===== config.mk =====
export PLATFORM = sky130hd
export DESIGN_NAME = reorder_buffer_queue
export DESIGN_NICKNAME = d
export VERILOG_FILES = /design/src/rtl/rbq_pkg.sv /design/src/rtl/rbq_ctrl.sv /design/src/rtl/rbq_datapath.sv /design/src/rtl/reorder_buffer_queue.sv
export SDC_FILE = /design/constraint.sdc
export NUM_CORES = 2
export LEC_CHECK = 0
export ABC_AREA = 0
export BUFFER_PORTS_ARGS = -buffer_cell sky130_fd_sc_hd__buf_4
export CAP_MARGIN = 20
export CORE_MARGIN = 2
export CORE_UTILIZATION = 25
export CTS_CLUSTER_SIZE = 16
export DETAILED_ROUTE_END_ITERATION = 10
export SLEW_MARGIN = 30
export SYNTH_ARGS = -nofsm -noshare
export SYNTH_HDL_FRONTEND = slang
export SYNTH_SLANG_ARGS = --single-unit

===== constraint.sdc =====
create_clock -name clk -period 9.74 [get_ports clk]
set_clock_uncertainty 0.15 [all_clocks]
set_input_delay 0 -clock clk [delete_from_list [all_inputs] [get_ports clk]]
set_output_delay 0 -clock clk [all_outputs]
set_load 0.01 [all_outputs]

===== src/rtl/rbq_pkg.sv =====
// Package for the reorder buffer queue: depth, derived widths, action and
// status codes, and the command/status structs between controller and datapath.
// No dependencies.
`default_nettype none

package rbq_pkg;

  localparam int ROB_DEPTH = 32;
  localparam int PTR_W     = $clog2(ROB_DEPTH);
  localparam int CNT_W     = 6;   // occupancy field width, holds 0..ROB_DEPTH

  localparam int PC_W    = 16;
  localparam int ARCH_W  = 5;
  localparam int PHYS_W  = 6;
  localparam int VALUE_W = 32;

  localparam logic [1:0] ACT_ENQUEUE = 2'd0;
  localparam logic [1:0] ACT_RETIRE  = 2'd1;
  localparam logic [1:0] ACT_LOOKUP  = 2'd2;
  localparam logic [1:0] ACT_DEQUEUE = 2'd3;

  localparam logic [1:0] ST_OK        = 2'd0;
  localparam logic [1:0] ST_FULL      = 2'd1;
  localparam logic [1:0] ST_EMPTY     = 2'd2;
  localparam logic [1:0] ST_NOT_READY = 2'd3;

  localparam logic [PTR_W-1:0] LAST_SLOT = PTR_W'(ROB_DEPTH - 1);
  localparam logic [CNT_W-1:0] FULL_CNT  = CNT_W'(ROB_DEPTH);

  typedef struct packed {
    logic load_in;   // capture the accepted input word
    logic exec;      // apply the action to pointers and store
    logic look_rd;   // read the physical destination of the lookup match
    logic head_rd;   // read the head entry and load the output register
  } rbq_cmd_t;

  typedef struct packed {
    logic is_lookup;
  } rbq_stat_t;

endpackage

`default_nettype wire


===== src/rtl/rbq_ctrl.sv =====
// Controller of the reorder buffer queue: sequences execute, lookup read and
// head read, and owns the handshakes. Depends on rbq_pkg.
`default_nettype none

module rbq_ctrl (
  input  wire logic              clk,
  input  wire logic              rst,
  input  wire logic              s_tvalid,
  output logic                   s_tready,
  output logic                   m_tvalid,
  input  wire logic              m_tready,
  input  wire rbq_pkg::rbq_stat_t stat,
  output rbq_pkg::rbq_cmd_t      cmd
);

  localparam logic [1:0] S_IDLE = 2'd0;
  localparam logic [1:0] S_EXEC = 2'd1;
  localparam logic [1:0] S_LOOK = 2'd2;
  localparam logic [1:0] S_HEAD = 2'd3;

  logic [1:0] state;
  logic [1:0] state_next;
  logic       out_free;

  assign out_free = !m_tvalid || m_tready;

  always_comb begin
    state_next  = state;
    cmd         = '0;
    s_tready    = 1'b0;
    unique case (state)
      S_IDLE: begin
        s_tready    = 1'b1;
        cmd.load_in = s_tvalid;
        if (s_tvalid) state_next = S_EXEC;
      end
      S_EXEC: begin
        cmd.exec   = 1'b1;
        state_next = stat.is_lookup ? S_LOOK : S_HEAD;
      end
      S_LOOK: begin
        cmd.look_rd = 1'b1;
        state_next  = S_HEAD;
      end
      S_HEAD: begin
        if (out_free) begin
          cmd.head_rd = 1'b1;
          s_tready    = 1'b1;
          cmd.load_in = s_tvalid;
          state_next  = s_tvalid ? S_EXEC : S_IDLE;
        end
      end
      default: state_next = S_IDLE;
    endcase
  end

  always_ff @(posedge clk) begin
    if (rst) begin
      state    <= S_IDLE;
      m_tvalid <= 1'b0;
    end else begin
      state <= state_next;
      if (cmd.head_rd) m_tvalid <= 1'b1;
      else if (m_tready) m_tvalid <= 1'b0;
    end
  end

endmodule

`default_nettype wire


===== src/rtl/rbq_datapath.sv =====
// Datapath of the reorder buffer queue: entry store, pointers, pc match,
// result and output registers. Depends on rbq_pkg.
`default_nettype none

module rbq_datapath (
  input  wire logic              clk,
  input  wire logic              rst,
  input  wire rbq_pkg::rbq_cmd_t cmd,
  output rbq_pkg::rbq_stat_t     stat,
  input  wire logic [1:0]        in_action,
  input  wire logic [63:0]       in_data,
  output logic [1:0]             out_status,
  output logic [55:0]            out_data
);

  // captured input word
  logic [1:0]                   act;
  logic [rbq_pkg::PC_W-1:0]     in_pc;
  logic [rbq_pkg::ARCH_W-1:0]   in_arch;
  logic [rbq_pkg::PHYS_W-1:0]   in_phys;
  logic                         in_rdy;
  logic [rbq_pkg::VALUE_W-1:0]  in_val;

  // entry store
  logic [rbq_pkg::PC_W-1:0]   pc_store   [rbq_pkg::ROB_DEPTH];
  logic [rbq_pkg::ARCH_W-1:0] arch_store [rbq_pkg::ROB_DEPTH];
  logic [rbq_pkg::PHYS_W-1:0] phys_store [rbq_pkg::ROB_DEPTH];

  logic [rbq_pkg::PTR_W-1:0] head_ptr;
  logic [rbq_pkg::PTR_W-1:0] tail_ptr;
  logic [rbq_pkg::CNT_W-1:0] entry_count;

  // per-item results
  logic [1:0]                  res_status;
  logic                        res_write;
  logic [rbq_pkg::ARCH_W-1:0]  res_index;
  logic [rbq_pkg::VALUE_W-1:0] res_value;
  logic [rbq_pkg::PHYS_W-1:0]  res_look;
  logic [rbq_pkg::PTR_W-1:0]   match_idx;
  logic                        match_hit;

  logic                        full;
  logic                        empty;
  logic                        do_enq;
  logic                        do_pop;
  logic [rbq_pkg::PTR_W-1:0]   match_idx_next;
  logic                        match_hit_next;
  logic [rbq_pkg::PTR_W-1:0]   rd_addr;
  logic [rbq_pkg::PHYS_W-1:0]  rd_phys;

  assign stat.is_lookup = (act == rbq_pkg::ACT_LOOKUP);

  assign full  = (entry_count == rbq_pkg::FULL_CNT);
  assign empty = (entry_count == '0);

  always_comb begin
    do_enq = 1'b0;
    do_pop = 1'b0;
    unique case (act)
      rbq_pkg::ACT_ENQUEUE: do_enq = !full;
      rbq_pkg::ACT_RETIRE:  do_pop = !empty && in_rdy;
      rbq_pkg::ACT_LOOKUP:  ;
      rbq_pkg::ACT_DEQUEUE: do_pop = !empty;
      default: ;
    endcase
  end

  // lowest matching slot wins: scan downward so the last hit is the lowest
  always_comb begin
    match_hit_next = 1'b0;
    match_idx_next = '0;
    for (int i = rbq_pkg::ROB_DEPTH - 1; i >= 0; i--) begin
      if (pc_store[i] == in_pc) begin
        match_hit_next = 1'b1;
        match_idx_next = rbq_pkg::PTR_W'(i);
      end
    end
  end

  assign rd_addr = cmd.look_rd ? match_idx : head_ptr;
  assign rd_phys = phys_store[rd_addr];

  always_ff @(posedge clk) begin
    if (cmd.load_in) begin
      act     <= in_action;
      in_pc   <= in_data[15:0];
      in_arch <= in_data[20:16];
      in_phys <= in_data[26:21];
      in_rdy  <= in_data[27];
      in_val  <= in_data[59:28];
    end
  end

  always_ff @(posedge clk) begin
    if (rst) begin
      head_ptr    <= '0;
      tail_ptr    <= '0;
      entry_count <= '0;
      for (int i = 0; i < rbq_pkg::ROB_DEPTH; i++) begin
        pc_store[i]   <= '0;
        arch_store[i] <= '0;
        phys_store[i] <= '0;
      end
    end else if (cmd.exec) begin
      if (do_enq) begin
        pc_store[tail_ptr]   <= in_pc;
        arch_store[tail_ptr] <= in_arch;
        phys_store[tail_ptr] <= in_phys;
        tail_ptr    <= (tail_ptr == rbq_pkg::LAST_SLOT) ? '0 : tail_ptr + 1'b1;
        entry_count <= entry_count + 1'b1;
      end else if (do_pop) begin
        entry_count <= entry_count - 1'b1;
        if (entry_count == rbq_pkg::CNT_W'(1)) begin
          head_ptr <= '0;
          tail_ptr <= '0;
        end else begin
          head_ptr <= (head_ptr == rbq_pkg::LAST_SLOT) ? '0 : head_ptr + 1'b1;
        end
      end
    end
  end

  always_ff @(posedge clk) begin
    if (cmd.exec) begin
      match_idx <= match_idx_next;
      match_hit <= match_hit_next;
      res_look  <= '0;
      res_write <= 1'b0;
      res_index <= '0;
      res_value <= '0;
      priority if (act == rbq_pkg::ACT_ENQUEUE) begin
        res_status <= full ? rbq_pkg::ST_FULL : rbq_pkg::ST_OK;
      end else if (act == rbq_pkg::ACT_LOOKUP) begin
        res_status <= rbq_pkg::ST_OK;
      end else if (empty) begin
        res_status <= rbq_pkg::ST_EMPTY;
      end else if (act == rbq_pkg::ACT_RETIRE && !in_rdy) begin
        res_status <= rbq_pkg::ST_NOT_READY;
      end else begin
        res_status <= rbq_pkg::ST_OK;
        if (act == rbq_pkg::ACT_RETIRE) begin
          res_write <= 1'b1;
          res_index <= arch_store[head_ptr];
          res_value <= in_val;
        end
      end
    end
    if (cmd.look_rd) begin
      res_look <= match_hit ? rd_phys : '0;
    end
  end

  always_ff @(posedge clk) begin
    if (cmd.head_rd) begin
      out_status <= res_status;
      out_data   <= {entry_count,
                     empty ? {rbq_pkg::PHYS_W{1'b0}} : rd_phys,
                     res_look, res_value, res_index, res_write};
    end
  end

endmodule

`default_nettype wire


===== src/rtl/reorder_buffer_queue.sv =====
// Top level of the reorder buffer queue: controller plus datapath, stream
// ports and a few checks. Depends on rbq_pkg, rbq_ctrl and rbq_datapath.
//
//  channel  | dir | handshake          | tuser        | tdata
//  ---------+-----+--------------------+--------------+---------------------------
//  s        | in  | s_tvalid/s_tready  | action       | pc,dest_arch,dest_phys,..
//  m        | out | m_tvalid/m_tready  | status       | arch_write..occupancy
//
// Each item steps through execute (apply the action and match the pc over all
// slots), for a lookup only the lookup read of the physical destination, and
// the head read of the head entry, all through the single read port of the
// physical destination store.
// Reset clears pointers, count and the whole entry store at once.
// A new word is taken while the previous result still waits in the output
// register; the block stalls at the head read until that register is free.
`default_nettype none

module reorder_buffer_queue (
  input  wire logic        clk,
  input  wire logic        rst,
  input  wire logic        s_tvalid,
  output logic             s_tready,
  input  wire logic [1:0]  s_tuser,   // action
  input  wire logic [63:0] s_tdata,   // pc[15:0], dest_arch[20:16], dest_phys[26:21],
                                      // prf_ready[27], prf_value[59:28], zero[63:60]
  output logic             m_tvalid,
  input  wire logic        m_tready,
  output logic [1:0]       m_tuser,   // status
  output logic [55:0]      m_tdata    // arch_write[0], arch_index[5:1],
                                      // arch_value[37:6], lookup_phys[43:38],
                                      // head_phys[49:44], occupancy[55:50]
);

  rbq_pkg::rbq_cmd_t  cmd;
  rbq_pkg::rbq_stat_t stat;

  rbq_ctrl u_ctrl (
    .clk      (clk),
    .rst      (rst),
    .s_tvalid (s_tvalid),
    .s_tready (s_tready),
    .m_tvalid (m_tvalid),
    .m_tready (m_tready),
    .stat     (stat),
    .cmd      (cmd)
  );

  rbq_datapath u_datapath (
    .clk        (clk),
    .rst        (rst),
    .cmd        (cmd),
    .stat       (stat),
    .in_action  (s_tuser),
    .in_data    (s_tdata),
    .out_status (m_tuser),
    .out_data   (m_tdata)
  );

  // a dropped enqueue only happens with every slot held
  a_full_occ: assert property (@(posedge clk) disable iff (rst)
    m_tvalid && m_tuser == rbq_pkg::ST_FULL |-> m_tdata[55:50] == rbq_pkg::FULL_CNT)
    else $error("full status with occupancy below depth");

  // an empty report leaves the queue empty with no head entry
  a_empty_occ: assert property (@(posedge clk) disable iff (rst)
    m_tvalid && m_tuser == rbq_pkg::ST_EMPTY |-> m_tdata[55:44] == 12'd0)
    else $error("empty status with entries or head");

  // an architectural write comes only from a successful retire
  a_write_ok: assert property (@(posedge clk) disable iff (rst)
    m_tvalid && m_tdata[0] |-> m_tuser == rbq_pkg::ST_OK)
    else $error("architectural write with error status");

  // occupancy never goes past the depth
  a_occ_bound: assert property (@(posedge clk) disable iff (rst)
    m_tvalid |-> m_tdata[55:50] <= rbq_pkg::FULL_CNT)
    else $error("occupancy above depth");

endmodule

`default_nettype wire


# --- Yosys cells after proc, flatten, opt, wreduce, memory -nomap -nowiden ---
# Memories as Yosys holds them, arrays and structs flattened. A register that Yosys moved wholly into a read port is not among the register bits.
# Index checks and enable logic that the tools add are counted.
op_classes:
  n_reduce_logical: 28
  add_sub_neg: 4
  n_bitwise: 2
  eq_ne: 44
  mux: 81
op_table:
  columns: ["operator", "count"]
  rows:
  - ["$eq 16x16->1", 32]
  - ["$mux 5", 27]
  - ["$mux 6", 6]
  - ["$mux 4", 8]
  - ["$reduce_or 16->1", 2]
  - ["$reduce_or 31->1", 1]
  - ["$mux 1", 23]
  - ["$mux 16", 1]
  - ["$mux 2", 8]
  - ["$mux 3", 4]
  - ["$add 5x1->5 const B", 2]
  - ["$eq 5x5->1 const B", 2]
  - ["$reduce_or 5->1", 2]
  - ["$eq 2x2->1 const B", 4]
  - ["$pmux 2 s4", 1]
  - ["$reduce_bool 2->1", 4]
  - ["$reduce_or 4->1", 2]
  - ["$reduce_or 8->1", 1]
  - ["$add 6x1->6 const B", 1]
  - ["$eq 6x1->1 const B", 1]
  - ["$eq 6x6->1 const B", 1]
  - ["$logic_not 6->1", 1]
  - ["$pmux 1 s2", 3]
  - ["$reduce_and 3->1", 2]
  - ["12 further kinds", 20]
totals:
  in_bits: 70
  ram_bits: 864
  memories: 3
  ff_bits: 186
  output_inout_bits: 60
  wordCells: 186
memory_table:
  columns: ["memory", "depth", "width", "rd", "rd_clocked_by_memory_dff", "write_ports", "line_no", "text"]
  rows:
  - ["u_datapath.pc_store", 32, 16, 32, 0, 32, "rbq_datapath.sv:25", "logic [rbq_pkg::PC_W-1:0] pc_store [rbq_pkg::ROB_DEPTH];"]
  - ["u_datapath.phys_store", 32, 6, 1, 0, 32, "rbq_datapath.sv:27", "logic [rbq_pkg::PHYS_W-1:0] phys_store [rbq_pkg::ROB_DEPTH];"]
  - ["u_datapath.arch_store", 32, 5, 1, 1, 32, "rbq_datapath.sv:26", "logic [rbq_pkg::ARCH_W-1:0] arch_store [rbq_pkg::ROB_DEPTH];"]

# --- Logic depth before layout (Yosys ltp) ---
# An unclocked memory read counts as a cell.
logic_depth:
  word_depth: 33
  depth_mapped: 12

# --- Hierarchy ---
# A second synthesis with hierarchy kept.
hier_totals:
  cells_unflattened: 3351
  hier_area_um2: 49019.5
modules_own_cells:
  columns: ["module", "cells_per_inst", "instances", "area_each_um2"]
  rows:
  - ["rbq_datapath", 3322, 1, 48759.3]
  - ["rbq_ctrl", 29, 1, 260.2]

# --- Worst setup path after synthesis ---
# Ideal clock, no wire load.
synth_timing:
  kind: "register to register"
  from: "reg u_ctrl.state[1]"
  to: "reg u_datapath.act[0] (enable)"
  path_buffers: 0
  arrival_ps: 5060
  path_stages_with_launch: 6
  setup_time_ps: 426
  path_slack_ps: 4104
  t_required_ps: 9164
  synth_period_minus_slack_ps: 5636
  cell_sequence: "dfxtp_1 ha_1 nor2b_1 nor2_1 nor2_1 and2_1"
synth_rtl:
  columns: ["element", "line_no", "text"]
  rows:
  - ["start, declared", "rbq_ctrl.sv:21", "logic [1:0] state;"]
  - ["start signal, assigned", "rbq_ctrl.sv:62", "state <= state_next;"]
  - ["end signal, assigned", "rbq_datapath.sv:85", "act <= in_action;"]
  - ["end, declared", "rbq_datapath.sv:17", "logic [1:0] act;"]

# --- Worst setup path in the final report ---
layout_timing:
  from: "reg u_ctrl.state[0]"
  to: "reg u_datapath.res_look[0] (netlist bit), data pin"
layout_between:
  elab_chain_cells: 6
layout_lines:
  columns: ["element", "line_no", "text"]
  rows:
  - ["$eq 2x2->1 *", "rbq_ctrl.sv:31", "unique case (state)"]
  - ["$mux 1 *", "rbq_ctrl.sv:31", null]
  - ["$mux 5", "rbq_datapath.sv:80", "assign rd_addr = cmd.look_rd ? match_idx : head_ptr;"]
  - ["$mem_v2 32x6", null, null]
  - ["$mux 6", "rbq_datapath.sv:149", "res_look <= match_hit ? rd_phys : '0;"]
  - ["$mux 6 *", "rbq_datapath.sv:148", "if (cmd.look_rd) begin"]
  - ["end signal, assigned", "rbq_datapath.sv:149", null]
  - ["end, declared", "rbq_datapath.sv:38", "logic [rbq_pkg::PHYS_W-1:0] res_look;"]
# Mark *: on every way between the ends. The rest lies on a longest branch, timed or not.
# A chain may end at the register's enable or synchronous reset.

==> metrics.md <==
| Metric | Value |
|---|---|
| # setup viols final | `0` |
| Worst Reg2Reg Path Length in Cells | `10` |
| RSZ-0062 raised after global routing | `no` |
| Synth top area share | `between 60 and 70%` |
| Register area | `roughly 0.031 mm2` |
| Slew margin rel. | `around 34%` |
| MaxCap Viol Count | `0` |
| Worst-skew pair later-pin latency | `~730 ps` |
| Final Cycle Share | `46.6%` |
| Netlist Area Pre-Place | `slightly below 0.05 mm2` |
| Layout fillers | `19.0k` |
| Hold Path Cell Cnt | `5` |
| Clk pwr share | `~34%` |
| Asr flop ratio synth | `0%` |
| Vias in the first global route | `about 27k` |
| H-tree depth | `3` |
| Row count | `~160` |
| Top cells by area, synth | `edfxtp_1, and2_1, xor2_1, xnor2_1, mux4_2` |
| Setup Slack @ Placement | `just over 5000 ps` |
| Most used DFF post-synth | `edfxtp_1` |
| Routed wire length | `around 120000 um` |
| Fmax | `between 200 and 250 MHz` |
| Setup TNS | `0 ps` |
| Gate power share | `approximately a fifth` |
| Outcome | `completed` |
| Fin worst setup slack | `5200 ps` |
| Gr ovfl total | `0` |
| Static leakage power | `20.2 nW` |
| Int Pwr | `0.00869 W` |
| Flops & latches, synth | `~1.1k` |
| Share of cells above drive strength 1 | `14.8%` |
| Worst Max-Slew Pin Slew | `between 900 and 1000 ps` |
| Yosys top cell by area | `edfxtp_1` |
| PortBufs | `about 130` |
| EDFF count, synth | `1036` |
| First-pass GRT wire length | `approximately 180000 um` |
| Post-Syn Area per Cell | `14.1 um2` |
| Final ANT Viol Nets | `0` |
| Yosys warns | `0` |
| Die Span Y | `~440 um` |
| Sink Count | `about 1.1k` |
| Count of final hold-check violations | `0` |
| DRT iter0 DRCs | `~2.5k` |
| Initial antenna violation count | `5` |
| RR Startpoint | `u_ctrl.state[0]$_SDFFE_PP0P_` |
| Worst Hold Class | `primary input to flip-flop` |
| Post-Route M1 WL | `52200 um` |
| Final GP Congestion | `0.862` |
| Top routing layer used | `met5` |
| Worst Hold Path EP | `u_ctrl.state[0]$_SDFFE_PP0P_` |
| Global Route Usage Sum | `a little under an eighth` |
| 1st-pass router iterations | `8` |
| Reg clk slew, reported paths | `about 60 ps` |
| Chip width | `between 400 and 500 um` |
| Num CTS Buffers | `110` |
| Metal3 WL | `around 6600 um` |
| # diodes | `0` |
| Mapped Nets | `3504` |
| IO Count | `130` |
| Starting density of the core | `between 20% and 30%` |
| Required time of the critical path | `~10000 ps` |
| Pwr dens | `216 mW/mm2` |
| Worst setup EP type | `flip-flop` |
| Slew Limit Fails | `0` |
| Die area | `between 0.15 and 0.2 mm2` |
| Synth-to-layout area growth | `18.4%` |
| Met2 wire len | `between 50000 and 60000 um` |
| Routed vias/inst | `4.35` |
| Area of the multi-input gates | `between 0.015 and 0.02 mm2` |
| R2R Setup Slk | `around 5200 ps` |
| Critical Path Source Type | `flip-flop` |
| CP arrival | `about 4800 ps` |
| Dpl hpwl | `around 70000 um` |
| Largest net degree at the start of global routing | `65` |
| CP max FO | `24` |
| Sequential cell area fraction in the yosys report | `65.1%` |
| Vias | `27.1k` |
| Part of the power in registers | `45.3%` |
| HP Start | `s_tvalid` |
| Sw Share | `between 20 and 30%` |
| R2r endpoint | `u_datapath.res_look[0]$_SDFFCE_PN0P_` |
| Fin crit period | `4540 ps` |
| Fin nets | `~3.7k` |
| CP Class | `flip-flop to flip-flop` |
| Worst VDD drop | `around 0.17 mV` |
| Psw | `approximately 0.0037 W` |
| Root Driver | `clkbuf_16` |
| Placeable Area | `about 0.19 mm2` |
| Cts repair resizes | `0` |
| Clock buffer depth | `3` |
| DRC violations left | `0` |
| Netlist cell types | `between 50 and 60` |
| CTS tree | `done` |
| WL/cell | `18.9 um` |
| Cells after synthesis | `3419` |
==> flip-flops by register name, summed over array words and instances (netlist names) <==
register and cells:
u_datapath.pc_store 512, u_datapath.head_ptr 5, u_datapath.in_val 32, u_datapath.entry_count 6, u_datapath.phys_store 192, u_datapath.res_value 32, u_datapath.arch_store 160, u_datapath.in_phys 6
u_ctrl.state 2, u_ctrl.m_tvalid 1, u_datapath.out_status 2, u_datapath.in_arch 5, u_datapath.match_hit 1, u_datapath.res_status 2, u_datapath.res_write 1, u_datapath.tail_ptr 5
u_datapath.out_data 56, u_datapath.res_look 6, u_datapath.in_rdy 1, u_datapath.in_pc 16, u_datapath.res_index 5, u_datapath.match_idx 5, u_datapath.act 2
==> cell type report <==
type	instances	area share, %
Clock inverter	57	1.00
Inverter	15	0.0983
Tap cell	2526	5.52
Sequential cell	1055	55.0
Timing Repair Buffer	348	5.45
Multi-Input combinational cell	2086	27.9
Clock buffer	146	5.11
==> cell usage after synthesis (all sizes together) (3+ instances only) <==
cell    instances
nand4          74
xnor2         210
nand2b          8
or3b            3
a211oi         16
clkbuf        154
nand2          63
edfxtp       1036
inv            15
mux2           10
a311oi         13
ha             15
nor3            7
mux4           68
nor4           90
nor2           84
mux2i          37
nor2b           7
buf           109
a21oi          34
a22oi          12
and2          911
a221oi         10
o21ai          62
xor2          308
nand3b          6
dfxtp          19
nand3           6
o211ai          3
a31oi           6
==> power groups by stage <==
stage          clock network, W  registers (W)  logic [W]
2_1_floorplan                 0        0.00567    0.00171
3_3_place_gp                  0        0.00570    0.00255
3_5_place_dp                  0        0.00571    0.00258
4_1_cts                 0.00422        0.00561    0.00264
5_1_grt                 0.00438        0.00564    0.00283
6_report                0.00414        0.00560    0.00261
==> cells by family after synthesis <==
logic type | Yosys count | synth area share [%]
xor+xnor | 518 | 9.38
buf+inv | 278 | 2.70
compound gates | 168 | 2.22
fa+ha+maj | 15 | 0.388
simple gates | 1270 | 16.1
mux | 115 | 4.16
flops | 1055 | 65.1
==> cell usage in the layout, fill, tap and decap left out, types with 29 or more instances in the layout <==
master	synthesis	layout
xor2_1	308	308
buf_4	35	205
a21oi_1	34	34
edfxtp_1	1036	1036
nor2_1	55	50
dlygate4sd3_1	0	131
mux4_2	68	68
and2_1	911	910
clkbuf_16	0	111
nor4_1	82	78
o21ai_0	61	29
nor2_4	8	31
xnor2_1	210	210
clkbuf_1	154	33
nand4_1	74	74
nand2_1	58	58
mux2i_1	37	32
==> worst max path at each step <==
| stage | start | end | slack [ps] | cells after the start |
|---|---|---|---|---|
| after floorplan | u_ctrl.state[1]$_SDFFE_PP0P_ | u_datapath.act[0]$_DFFE_PP_ | 4100 | 5 |
| after global placement | u_datapath.in_pc[10]$_DFFE_PP_ | u_datapath.match_idx[1]$_SDFFCE_PP0P_ | 5190 | 11 |
| after detailed placement | u_datapath.in_pc[10]$_DFFE_PP_ | u_datapath.match_idx[1]$_SDFFCE_PP0P_ | 5200 | 11 |
| after CTS | u_datapath.in_pc[10]$_DFFE_PP_ | u_datapath.match_idx[1]$_SDFFCE_PP0P_ | 5180 | 11 |
| after global routing | u_datapath.in_pc[10]$_DFFE_PP_ | u_datapath.match_idx[1]$_SDFFCE_PP0P_ | 4980 | 11 |
| final | u_ctrl.state[0]$_SDFFE_PP0P_ | u_datapath.res_look[0]$_SDFFCE_PN0P_ | 5200 | 10 |
==> layer usage <==
| layer | up-vias | global-route usage [%] |
|---|---|---|
| met5 | - | 0 |
| met2 | 670 | 19.1 |
| met1 | 13800 | 15.9 |
| met4 | 2 | 3.04 |
| met3 | 186 | 1.96 |
| li1 | 12500 | - |
==> critical path: stages (launching register included) <==
cell and delay, ps:
dfxtp_1 330, inv_1 120, ha_1 590, mux2i_4 340, buf_4 500, mux4_2 600, and2_1 180, a211oi_1 770
a311oi_1 100, a21oi_1 470, nor2_1 90
==> what timing repair did <==
item | in CTS | in global routing
hold endpoints to repair | 95 | 1
setup buffers | 0 | 0
hold buffers | 130 | 1
==> metrics by stage <==
step,instance area (um2),utilization [%],hold WS [ps],total power [W],std cells
3_3_place_gp,52100,27.1,28.5,0.00824,5891
3_5_place_dp,52200,27.2,29.3,0.00829,5893
5_1_grt,57300,29.8,229,0.0128,6233
6_report,57300,29.8,226,0.0124,6233
2_1_floorplan,48400,-,-51.1,0.00738,3419
4_1_cts,57000,29.7,3.65,0.0125,6226
Power figures use the tool's default switching activity.
